`config.mk`:
```
export PLATFORM = sky130hd
export DESIGN_NAME = midi_running_status_parser_core
export DESIGN_NICKNAME = d
export VERILOG_FILES = /design/src/design/mrsp_pkg.sv /design/src/design/mrsp_front.sv /design/src/design/mrsp_queue.sv /design/src/design/mrsp_back.sv /design/src/design/midi_running_status_parser_core.sv
export SDC_FILE = /design/constraint.sdc
export NUM_CORES = 1
export LEC_CHECK = 0
export ABC_AREA = 0
export CAP_MARGIN = 0
export CORE_UTILIZATION = 34
export DETAILED_ROUTE_END_ITERATION = 8
export DONT_BUFFER_PORTS = 1
export PLACE_DENSITY_LB_ADDON = 0.1
export SKIP_LAST_GASP = 1
export SLEW_MARGIN = 15
export SYNTH_ARGS = -nofsm -noshare
export SYNTH_HDL_FRONTEND = slang
export SYNTH_HIERARCHICAL = 1
export SYNTH_SLANG_ARGS = --single-unit
```
`constraint.sdc`:
```
create_clock -name clock -period 3.8 [get_ports clock]
set_input_delay 1.14 -clock clock [delete_from_list [all_inputs] [get_ports clock]]
set_output_delay 1.14 -clock clock [all_outputs]
set_load 0.02 [all_outputs]
```
`src/design/mrsp_pkg.sv`:
```
// Shared types and constants for the MIDI running-status parser.
`default_nettype none
package mrsp_pkg;

   // Status byte boundaries.
   localparam logic [7:0] ST_NOTE_OFF = 8'h80;
   localparam logic [7:0] ST_SYSTEM   = 8'hF0;
   localparam logic [7:0] ST_REALTIME = 8'hF8;

   // Upper nibble of a channel status byte, bit 7 dropped.
   localparam logic [2:0] TYPE_NOTE_OFF   = 3'h0;
   localparam logic [2:0] TYPE_NOTE_ON    = 3'h1;
   localparam logic [2:0] TYPE_CC         = 3'h3;
   localparam logic [2:0] TYPE_PROGRAM    = 3'h4;
   localparam logic [2:0] TYPE_CHAN_PRESS = 3'h5;
   localparam logic [2:0] TYPE_BEND       = 3'h6;

   localparam int unsigned QUEUE_DEPTH = 2;
   localparam int unsigned QPTR_W      = $clog2(QUEUE_DEPTH);
   localparam int unsigned QCNT_W      = $clog2(QUEUE_DEPTH + 1);

   typedef enum logic [2:0] {
      KIND_NOTE_OFF = 3'd0,
      KIND_NOTE_ON  = 3'd1,
      KIND_CC       = 3'd2,
      KIND_BEND     = 3'd3,
      KIND_PRESSURE = 3'd4,
      KIND_OTHER    = 3'd5
   } msg_kind_type;

   typedef enum logic [1:0] {
      CLS_SYSTEM = 2'd0,
      CLS_STATUS = 2'd1,
      CLS_DATA   = 2'd2
   } byte_class_type;

   typedef struct packed {
      byte_class_type cls;
      logic [6:0]     value;
   } entry_type;

endpackage
`default_nettype wire

```
`src/design/mrsp_front.sv`:
```
// Front end: accepts bytes, drops real-time bytes and classifies the rest.
`default_nettype none
module mrsp_front (
   input  wire logic               req_valid,
   output logic                    req_ready,
   input  wire logic [7:0]         req_rx_byte,
   input  wire logic               queue_full,
   output logic                    push,
   output mrsp_pkg::entry_type     push_entry
);
   import mrsp_pkg::*;

   logic accept;

   assign req_ready = !queue_full;
   assign accept    = req_valid && req_ready;

   // Real-time bytes leave all state as is: take them and forward nothing.
   assign push = accept && (req_rx_byte < ST_REALTIME);

   always_comb begin
      push_entry.value = req_rx_byte[6:0];
      priority if (req_rx_byte >= ST_SYSTEM) begin
         push_entry.cls = CLS_SYSTEM;
      end else if (req_rx_byte >= ST_NOTE_OFF) begin
         push_entry.cls = CLS_STATUS;
      end else begin
         push_entry.cls = CLS_DATA;
      end
   end

endmodule
`default_nettype wire

```
`src/design/mrsp_queue.sv`:
```
// Short queue of classified bytes between the front end and the back end.
`default_nettype none
module mrsp_queue (
   input  wire logic                clock,
   input  wire logic                reset,
   input  wire logic                push,
   input  wire mrsp_pkg::entry_type push_entry,
   input  wire logic                pop,
   output mrsp_pkg::entry_type      head_entry,
   output logic                     not_empty,
   output logic                     full
);
   import mrsp_pkg::*;

   entry_type           slot_ff [QUEUE_DEPTH];
   logic [QPTR_W-1:0]   wr_ptr_ff, wr_ptr_in;
   logic [QPTR_W-1:0]   rd_ptr_ff, rd_ptr_in;
   logic [QCNT_W-1:0]   count_ff,  count_in;

   assign not_empty  = (count_ff != '0);
   assign full       = (count_ff == QCNT_W'(QUEUE_DEPTH));
   assign head_entry = slot_ff[rd_ptr_ff];

   always_comb begin
      wr_ptr_in = wr_ptr_ff;
      rd_ptr_in = rd_ptr_ff;
      count_in  = count_ff;
      if (push) begin
         wr_ptr_in = (wr_ptr_ff == QPTR_W'(QUEUE_DEPTH - 1)) ? '0 : wr_ptr_ff + 1'b1;
      end
      if (pop) begin
         rd_ptr_in = (rd_ptr_ff == QPTR_W'(QUEUE_DEPTH - 1)) ? '0 : rd_ptr_ff + 1'b1;
      end
      if (push && !pop) begin
         count_in = count_ff + 1'b1;
      end else if (pop && !push) begin
         count_in = count_ff - 1'b1;
      end
   end

   always_ff @(posedge clock) begin
      if (reset) begin
         wr_ptr_ff <= '0;
         rd_ptr_ff <= '0;
         count_ff  <= '0;
      end else begin
         wr_ptr_ff <= wr_ptr_in;
         rd_ptr_ff <= rd_ptr_in;
         count_ff  <= count_in;
      end
   end

   always_ff @(posedge clock) begin
      if (push) begin
         slot_ff[wr_ptr_ff] <= push_entry;
      end
   end

endmodule
`default_nettype wire

```
`src/design/mrsp_back.sv`:
```
// Back end: running-status state, message assembly and the result register.
`default_nettype none
module mrsp_back (
   input  wire logic                clock,
   input  wire logic                reset,
   input  wire mrsp_pkg::entry_type head_entry,
   input  wire logic                head_valid,
   output logic                     pop,
   output logic                     rsp_valid,
   input  wire logic                rsp_ready,
   output logic [2:0]               rsp_msg_kind,
   output logic [3:0]               rsp_channel,
   output logic [6:0]               rsp_first_data,
   output logic [6:0]               rsp_second_data
);
   import mrsp_pkg::*;

   logic         status_valid_ff, status_valid_in;
   logic [6:0]   status_ff,       status_in;
   logic         two_byte_ff,     two_byte_in;
   logic         seen_ff,         seen_in;
   logic [6:0]   held_ff,         held_in;

   logic         rsp_valid_ff, rsp_valid_in;
   msg_kind_type kind_ff, kind_in;
   logic [3:0]   channel_ff, channel_in;
   logic [6:0]   first_ff, first_in;
   logic [6:0]   second_ff, second_in;

   logic         out_free;
   logic         emit;
   logic [2:0]   stype;

   assign out_free = !rsp_valid_ff || rsp_ready;
   assign pop      = head_valid && out_free;
   assign stype    = status_ff[6:4];

   always_comb begin
      status_valid_in = status_valid_ff;
      status_in       = status_ff;
      two_byte_in     = two_byte_ff;
      seen_in         = seen_ff;
      held_in         = held_ff;
      emit            = 1'b0;
      first_in        = first_ff;
      second_in       = second_ff;
      channel_in      = channel_ff;
      kind_in         = kind_ff;

      if (pop) begin
         unique case (head_entry.cls)
            CLS_SYSTEM: begin
               status_valid_in = 1'b0;
               seen_in         = 1'b0;
            end
            CLS_STATUS: begin
               status_valid_in = 1'b1;
               status_in       = head_entry.value;
               two_byte_in     = !((head_entry.value[6:4] == TYPE_PROGRAM) ||
                                   (head_entry.value[6:4] == TYPE_CHAN_PRESS));
               seen_in         = 1'b0;
            end
            CLS_DATA: begin
               if (status_valid_ff) begin
                  if (two_byte_ff && !seen_ff) begin
                     held_in = head_entry.value;
                     seen_in = 1'b1;
                  end else begin
                     emit    = 1'b1;
                     seen_in = 1'b0;
                  end
               end
            end
            default: begin
            end
         endcase
      end

      if (emit) begin
         channel_in = status_ff[3:0];
         if (two_byte_ff) begin
            first_in  = held_ff;
            second_in = head_entry.value;
         end else begin
            first_in  = head_entry.value;
            second_in = '0;
         end
         priority if (stype == TYPE_NOTE_ON) begin
            // Velocity zero means note off.
            kind_in = (head_entry.value == '0) ? KIND_NOTE_OFF : KIND_NOTE_ON;
         end else if (stype == TYPE_NOTE_OFF) begin
            kind_in = KIND_NOTE_OFF;
         end else if (stype == TYPE_CC) begin
            kind_in = KIND_CC;
         end else if (stype == TYPE_BEND) begin
            kind_in = KIND_BEND;
         end else if (stype == TYPE_CHAN_PRESS) begin
            kind_in = KIND_PRESSURE;
         end else begin
            kind_in = KIND_OTHER;
         end
      end

      if (emit) begin
         rsp_valid_in = 1'b1;
      end else if (rsp_ready) begin
         rsp_valid_in = 1'b0;
      end else begin
         rsp_valid_in = rsp_valid_ff;
      end
   end

   always_ff @(posedge clock) begin
      if (reset) begin
         status_valid_ff <= 1'b0;
         status_ff       <= '0;
         two_byte_ff     <= 1'b0;
         seen_ff         <= 1'b0;
         held_ff         <= '0;
         rsp_valid_ff    <= 1'b0;
      end else begin
         status_valid_ff <= status_valid_in;
         status_ff       <= status_in;
         two_byte_ff     <= two_byte_in;
         seen_ff         <= seen_in;
         held_ff         <= held_in;
         rsp_valid_ff    <= rsp_valid_in;
      end
   end

   always_ff @(posedge clock) begin
      kind_ff    <= kind_in;
      channel_ff <= channel_in;
      first_ff   <= first_in;
      second_ff  <= second_in;
   end

   assign rsp_valid       = rsp_valid_ff;
   assign rsp_msg_kind    = kind_ff;
   assign rsp_channel     = channel_ff;
   assign rsp_first_data  = first_ff;
   assign rsp_second_data = second_ff;

endmodule
`default_nettype wire

```
`src/design/midi_running_status_parser_core.sv`:
```
// Top level of the MIDI running-status parser.
`default_nettype none
// Takes one MIDI byte per transfer on req_ and returns decoded channel-voice
// messages on rsp_. Real-time bytes (0xF8-0xFF) are taken and ignored; system
// bytes (0xF0-0xF7) cancel the running status; a channel status byte sets the
// running status, and each complete group of one or two data bytes under it
// yields one message (note-on with velocity zero comes out as note off). Data
// bytes with no running status are dropped. Throughput is one byte per cycle
// while rsp_ready stays high. The byte that completes a message is written
// into the two-entry queue at its transfer edge, and the back end pops it and
// loads the result register once that register is free, from where the
// message shows on rsp_ until it transfers. The queue lets bytes keep flowing
// after the result side stalls, until it fills; req_ready drops only when the
// queue is full.
module midi_running_status_parser_core (
   input  wire logic       clock,
   input  wire logic       reset,
   input  wire logic       req_valid,
   output logic            req_ready,
   input  wire logic [7:0] req_rx_byte,
   output logic            rsp_valid,
   input  wire logic       rsp_ready,
   output logic [2:0]      rsp_msg_kind,
   output logic [3:0]      rsp_channel,
   output logic [6:0]      rsp_first_data,
   output logic [6:0]      rsp_second_data
);
   import mrsp_pkg::*;

   logic          q_push;
   logic          q_pop;
   logic          q_full;
   logic          q_not_empty;
   entry_type     push_entry;
   entry_type     head_entry;

   // Classify incoming bytes and drop real-time ones.
   mrsp_front u_front (
      .req_valid   (req_valid),
      .req_ready   (req_ready),
      .req_rx_byte (req_rx_byte),
      .queue_full  (q_full),
      .push        (q_push),
      .push_entry  (push_entry)
   );

   // Hold classified bytes so either side may stall on its own.
   mrsp_queue u_queue (
      .clock      (clock),
      .reset      (reset),
      .push       (q_push),
      .push_entry (push_entry),
      .pop        (q_pop),
      .head_entry (head_entry),
      .not_empty  (q_not_empty),
      .full       (q_full)
   );

   // Track the running status and assemble messages.
   mrsp_back u_back (
      .clock           (clock),
      .reset           (reset),
      .head_entry      (head_entry),
      .head_valid      (q_not_empty),
      .pop             (q_pop),
      .rsp_valid       (rsp_valid),
      .rsp_ready       (rsp_ready),
      .rsp_msg_kind    (rsp_msg_kind),
      .rsp_channel     (rsp_channel),
      .rsp_first_data  (rsp_first_data),
      .rsp_second_data (rsp_second_data)
   );

endmodule
`default_nettype wire

```
==> flow_metrics.py, run 1 <==
metrics = {
    "worst_setup_path": {
        "start_kind": "flip-flop",
        "cp_max_fo": 21,
        "crit_slowest_cell": "and3_1",
        "end_kind": "flip-flop",
        "crit_chain": "mux2_2 > and3b_4 > and3_1",
        "cp.arrival_ps": 2400,
        "crit_required_ps": 3750,
        "crit_type": "reg -> reg",
        "slowest_delay_ps": 780,
    },
    "global_routing": {
        "grt_max_degree": 23,
        "grt_pass1_vias": 1398,
        "antenna_found_initial": 0,
        "grt_overflow_total": 0,
        "grt_usage_pct": 12.8,
        "grt_pass1_wl_mm": 7.13,
    },
    "floorplanning": {
        "start_util_pct": 35.3,
        "die_h_um": 89.0,
        "placementRows": 31,
        "coreArea_sq_mm": 0.00729,
        "die_w_um": 89.0,
        "dieArea_sq_mm": 0.00791,
        "io_pins": 35,
    },
    "yosys": {
        "synthCells": 193,
        "synth_cell_types": 39,
        "ys_ff_latch": 62,
        "synth_ff_type": "edfxtp_1",
        "syn_avg_cell_area_sq_um": 13.3,
        "yosysSeqAreaShare_pct": 63.5,
        "yosysWarnings": 6,
        "netlist_area_sq_mm": 0.00257,
        "synth_edf_count": 39,
        "synth_async_sr_flop_share_pct": 0,
        "synth.net_count": 206,
    },
    "routing": {
        "drcViolationCount": 0,
        "drtAntennaViolNets": 0,
        "dr.pass1.iters": 4,
        "vias_per_cell": 4.59,
        "vias": 1349,
        "routedWlPerCell_um": 14.8,
        "detail_route.iter0.violations": 64,
        "routed_wl_mm": 4.35,
    },
    "job": {
        "maxCapViolations": 0,
    },
    "sta": {
        "fmax_mhz": 408,
        "fin_setup_tns_ps": 0,
        "fin_crit_sh_pct": 64.4,
        "tightest_slew_ps": 943,
        "finalClockSkew_ps": 10.1,
        "relSlewSlack_pct": 37.2,
        "setup_viol": 0,
        "fin_ws_ps": 1350,
        "slew_violations": 0,
        "rsz0062_at_grt": "false",
        "layout_min_cycle_time_ps": 2450,
        "hold_violations": 0,
    },
    "cells_and_area": {
        "fillCellCount": 752,
        "multi_input_area_sq_um": 810,
        "area_growth_pct": 6.57,
        "nets": 203,
        "diodes": 0,
        "drive_above_1_share_pct": 17.4,
        "seqCellArea_sq_mm": 0.00163,
        "utilization_pct": 37.6,
    },
    "pwr": {
        "vdd_drop_max_mv": 0.204,
        "power.total_w": 0.00169,
        "p_per_area_mw_per_mm2": 616,
        "leakage_nw": 0.993,
    },
    "placed_design": {
        "dp_hpwl_mm": 2.98,
        "port_buffers": 0,
        "gp_congestion": 0.724,
        "place_ws_ps": 1110,
    },
    "worst_hold_path": {
        "hold_path_class": "reg -> reg",
        "holdCritStartpoint": "u_back/status_ff[3]",
    },
    "cts": {
        "cts-buffers-inserted": 9,
        "clk-insertion-delay-late_ps": 330,
        "ctsHoldBuffers": 0,
        "clock-sinks": 62,
        "post_cts_resized": 0,
        "cts_root_buf": "clkbuf_8",
        "post_cts_buffers": 0,
        "clk_pin_slew_ps": 60,
        "htree_levels": 3,
        "cts_buffer_depth": 2,
        "cts_tree": "yes",
    },
    "run_status": {
        "status": "complete, no violations",
    },
}
==> worst max-delay path, delay by kind of cell, from the launching register on <==
family | cells | cell delay, ps
AND/OR/NAND/NOR | 2 | 1090
multiplexers | 1 | 410
flip-flops | 1 | 550
==> final timing paths <==
| path | endpoint | slack (ps) | cells after the start |
|---|---|---|---|
| worst max-delay path | u_back/rsp_first_data[3] | 1350 | 3 |
| worst min-delay path | u_back/rsp_channel[3] | 440 | 0 |
| worst max register to register | u_back/rsp_first_data[3] | 1350 | 3 |
| worst min register to register | u_back/rsp_channel[3] | 440 | 0 |
==> final cells by class <==
| type | count | share of cell area, % |
|---|---|---|
| Inverter | 6 | 0.822 |
| Multi-Input combinational cell | 111 | 29.5 |
| Tap cell | 99 | 4.52 |
| Clock buffer | 13 | 5.07 |
| Sequential cell | 62 | 59.5 |
| Clock inverter | 3 | 0.502 |
==> routing by layer <==
metal	routed length, um	share of wire [%]	global-route usage [%]	vias up
met3	212	4.9	5.36	7
met1	2050	47	16.0	633
met2	2010	46	19.0	39
met4	73	1.7	6.49	0
li1	-	-	-	670
met5	0	0	0	-
==> cells in the mapped netlist, types with 4 or more instances <==
cell type / instances / area (sq um)
nor2_1: 6 / 22.5
dfxtp_1: 23 / 460
nand2b_1: 4 / 25.0
mux2_2: 15 / 169
nand2_1: 24 / 90.1
buf_4: 8 / 60.1
inv_1: 6 / 22.5
and2_1: 9 / 56.3
mux2i_1: 14 / 140
edfxtp_1: 39 / 1170
==> sequential cells by signal, summed over array words and instances (netlist names), 2 cells and up, named ones only <==
name	flops
u_back/held_ff	7
u_back/rsp_channel	4
u_back/rsp_first_data	7
u_back/rsp_msg_kind	3
u_back/rsp_second_data	7
u_back/status_ff	7
u_queue/count_ff	2
u_queue/slot_ff	18
==> power breakdown <==
part           switching [W]  internal, W
logic               0.000185     0.000160
registers          0.0000647     0.000814
clock network       0.000232     0.000233
total               0.000482      0.00121
==> metrics by stage <==
stage	hold slack, ps	instance area [sq um]	instances
final	437	2740	294
after global routing	451	2740	294
after floorplan	408	2570	193
after detailed placement	420	2590	278
after CTS	435	2740	294
after global placement	416	2590	278
==> cell families after synthesis <==
| kind of cell | Yosys count | synth area share (%) |
|---|---|---|
| adder cells (fa/ha/maj) | 1 | 0.487 |
| AO/OA/AOI/OAI | 12 | 3.31 |
| multiplexers | 29 | 12.0 |
| flip-flops | 62 | 63.5 |
| AND/OR/NAND/NOR | 63 | 13.6 |
| buffers and inverters | 20 | 5.06 |
| XOR/XNOR | 6 | 2.04 |
==> placed cells by master, fill, tap and decap left out, types with 2 or more instances in the layout <==
cell	instances
edfxtp_1	39
nand2_1	24
dfxtp_1	23
mux2_2	15
mux2i_1	14
clkbuf_8	9
and2_1	9
inv_1	6
nor2_1	6
clkbuf_1	4
nand2b_1	4
nor2b_1	3
nand3_1	3
a21oi_1	3
xor2_1	3
xnor2_1	3
clkinv_2	2
and3_1	2
o21ai_0	2
and4_1	2
(Power assumes the default switching activity.)
==> run 2, diff against run 1 <==
==> constraint.sdc (replaced) <==
create_clock -name clock -period 2 [get_ports clock]
set_input_delay 0.6 -clock clock [delete_from_list [all_inputs] [get_ports clock]]
set_output_delay 0.6 -clock clock [all_outputs]
set_load 0.02 [all_outputs]
==> run 2 against run 1 <==
Against the previous run: worst setup slack lost 1200 ps; clock power grew 97%; final cell count grew 1.7%; register-to-register slack lost 1200 ps; largest power group unchanged; highest routed layer unchanged.
==> flow_metrics.py, run 2 (same netlist as run 1, synthesis figures left out) <==
metrics = {
    "worst_setup_path": {
        "crit_type": "reg -> reg",
        "critPathBufInv": 0,
        "start_kind": "flip-flop",
        "crit_slowest_cell": "and3_2",
        "rr_worst_depth": 3,
        "cp_top_family": "simple AND/OR/NAND/NOR gates",
        "crit_chain": "mux2_2 > and3b_4 > and3_2",
        "cp_num_cells": 3,
        "cp.arrival_ps": 1850,
        "end_kind": "flip-flop",
        "crit_required_ps": 1960,
        "slowest_delay_ps": 520,
        "cp_max_fo": 21,
        "crit-reg2reg-capture": "u_back/rsp_first_data[3]",
        "r2r_setup_slack_ps": 110,
    },
    "floorplanning": {
        "placementRows": 31,
        "dieArea_sq_mm": 0.00791,
        "coreArea_sq_mm": 0.00729,
        "die_h_um": 89.0,
        "io_pins": 35,
        "start_util_pct": 35.3,
        "die_w_um": 89.0,
    },
    "pwr": {
        "leakage_nw": 1.02,
        "p_per_area_mw_per_mm2": 1170,
        "vdd_drop_max_mv": 0.507,
        "power.total_w": 0.00328,
    },
    "sta": {
        "fin_crit_sh_pct": 94.4,
        "fmax_mhz": 529,
        "hold_violations": 0,
        "slew_violations": 0,
        "tightest_slew_ps": 646,
        "finalClockSkew_ps": 9.53,
        "layout_min_cycle_time_ps": 1890,
        "setup_viol": 0,
        "fin_setup_tns_ps": 0,
        "whs_ps": 326,
        "rsz0062_at_grt": "false",
        "relSlewSlack_pct": 56.9,
    },
    "placed_design": {
        "dp_hpwl_mm": 2.93,
        "gp_congestion": 0.760,
        "port_buffers": 0,
        "dp_cells": 283,
    },
    "cells_and_area": {
        "area_growth_pct": 8.56,
        "layout_commonest_cell": "edfxtp_1",
        "drive_above_1_share_pct": 21.0,
        "diodes": 0,
        "mostFrequentLayoutCells": "39 x edfxtp_1, 24 x nand2_1, 23 x dfxtp_1, 15 x mux2_2, 14 x mux2i_1",
        "regMostFlops": "u_queue/slot_ff",
        "nets": 208,
        "largest_reg_flops": 18,
        "layout.cells.non_filler": 299,
        "utilization_pct": 38.3,
    },
    "routing": {
        "vias": 1394,
        "detail_route.iter0.violations": 28,
        "drcViolationCount": 0,
        "dr.pass1.iters": 4,
        "drtAntennaViolNets": 0,
        "routedWlPerCell_um": 14.1,
        "routed_wl_mm": 4.23,
        "vias_per_cell": 4.66,
    },
    "global_routing": {
        "grt_usage_pct": 12.0,
        "grt_pass1_wl_mm": 6.80,
        "antenna_found_initial": 0,
        "grt_max_degree": 23,
        "grt_overflow_total": 0,
        "grt_pass1_vias": 1450,
    },
    "worst_hold_path": {
        "hold_path_class": "in -> reg",
        "holdCritStartpoint": "reset",
        "min_path_cells": 1,
        "hold_path_end": "u_back/two_byte_ff",
    },
    "cts": {
        "htree_levels": 3,
        "clk-insertion-delay-late_ps": 330,
        "ctsHoldBuffers": 0,
        "clock-sinks": 62,
        "clk_pin_slew_ps": 70,
        "cts-buffers-inserted": 9,
        "cts_tree": "yes",
        "cts_buffer_depth": 2,
        "cts_root_buf": "clkbuf_8",
    },
    "job": {
        "maxCapViolations": 0,
    },
    "run_status": {
        "status": "complete, no violations",
    },
}
==> run 2: power by group <==
| part | internal (W) | leakage (nW) | switching, W | total, W |
|---|---|---|---|---|
| Clock | 0.000476 | 0.0848 | 0.000440 | 0.000917 |
| Sequential | 0.00154 | 0.549 | 0.0000786 | 0.00162 |
| Combinational | 0.000334 | 0.391 | 0.000403 | 0.000737 |
==> run 2: how the worst max path moves through the flow <==
stage | start | end | slack [ps]
5_1_grt | u_queue/count_ff[0] | u_queue/count_ff[1] | 8
3_5_place_dp | flip-flop | u_back/rsp_first_data[4] | 100
4_1_cts | flip-flop | u_back/rsp_first_data[3] | 90
3_3_place_gp | flip-flop | u_back/rsp_first_data[4] | 140
2_1_floorplan | flip-flop | u_back/rsp_channel[0] | 110
6_report | flip-flop | u_back/rsp_first_data[3] | 110
==> run 2: area by class of cell <==
type | count | area [sq um]
fill | 747 | 4500
sequential | 62 | 1630
multi-input combinational | 111 | 813
clock buffer | 13 | 149
tap | 99 | 124
timing repair buffer | 5 | 37.5
inverter | 6 | 22.5
clock inverter | 3 | 13.8
==> run 2: through the flow <==
step,cell area (sq um),setup slack [ps]
2_1_floorplan,2570,114
3_3_place_gp,2630,138
3_5_place_dp,2630,100
4_1_cts,2790,89.2
5_1_grt,2790,8.08
6_report,2790,111
==> run 2: what timing repair did <==
| action | in CTS | in global routing |
|---|---|---|
| setup buffers | 0 | 0 |
| endpoints found under the hold margin | 0 | 0 |
| gates resized for setup | 0 | 1 |
| setup endpoints to repair | 0 | 22 |
==> run 2: routing by layer <==
metal  vias up  GRT usage [%]  wire length (um)
met1       667           14.3              1990
met5         -              0                 0
met4         0           7.36               101
met3        11           3.97               203
li1        677              -                 -
met2        39           19.0              1930
==> run 2: worst register-to-register path, delay by kind of cell (launching register included) <==
kind,cells,cell delay [ps]
simple gates,2,840
mux,1,350
flops,1,330
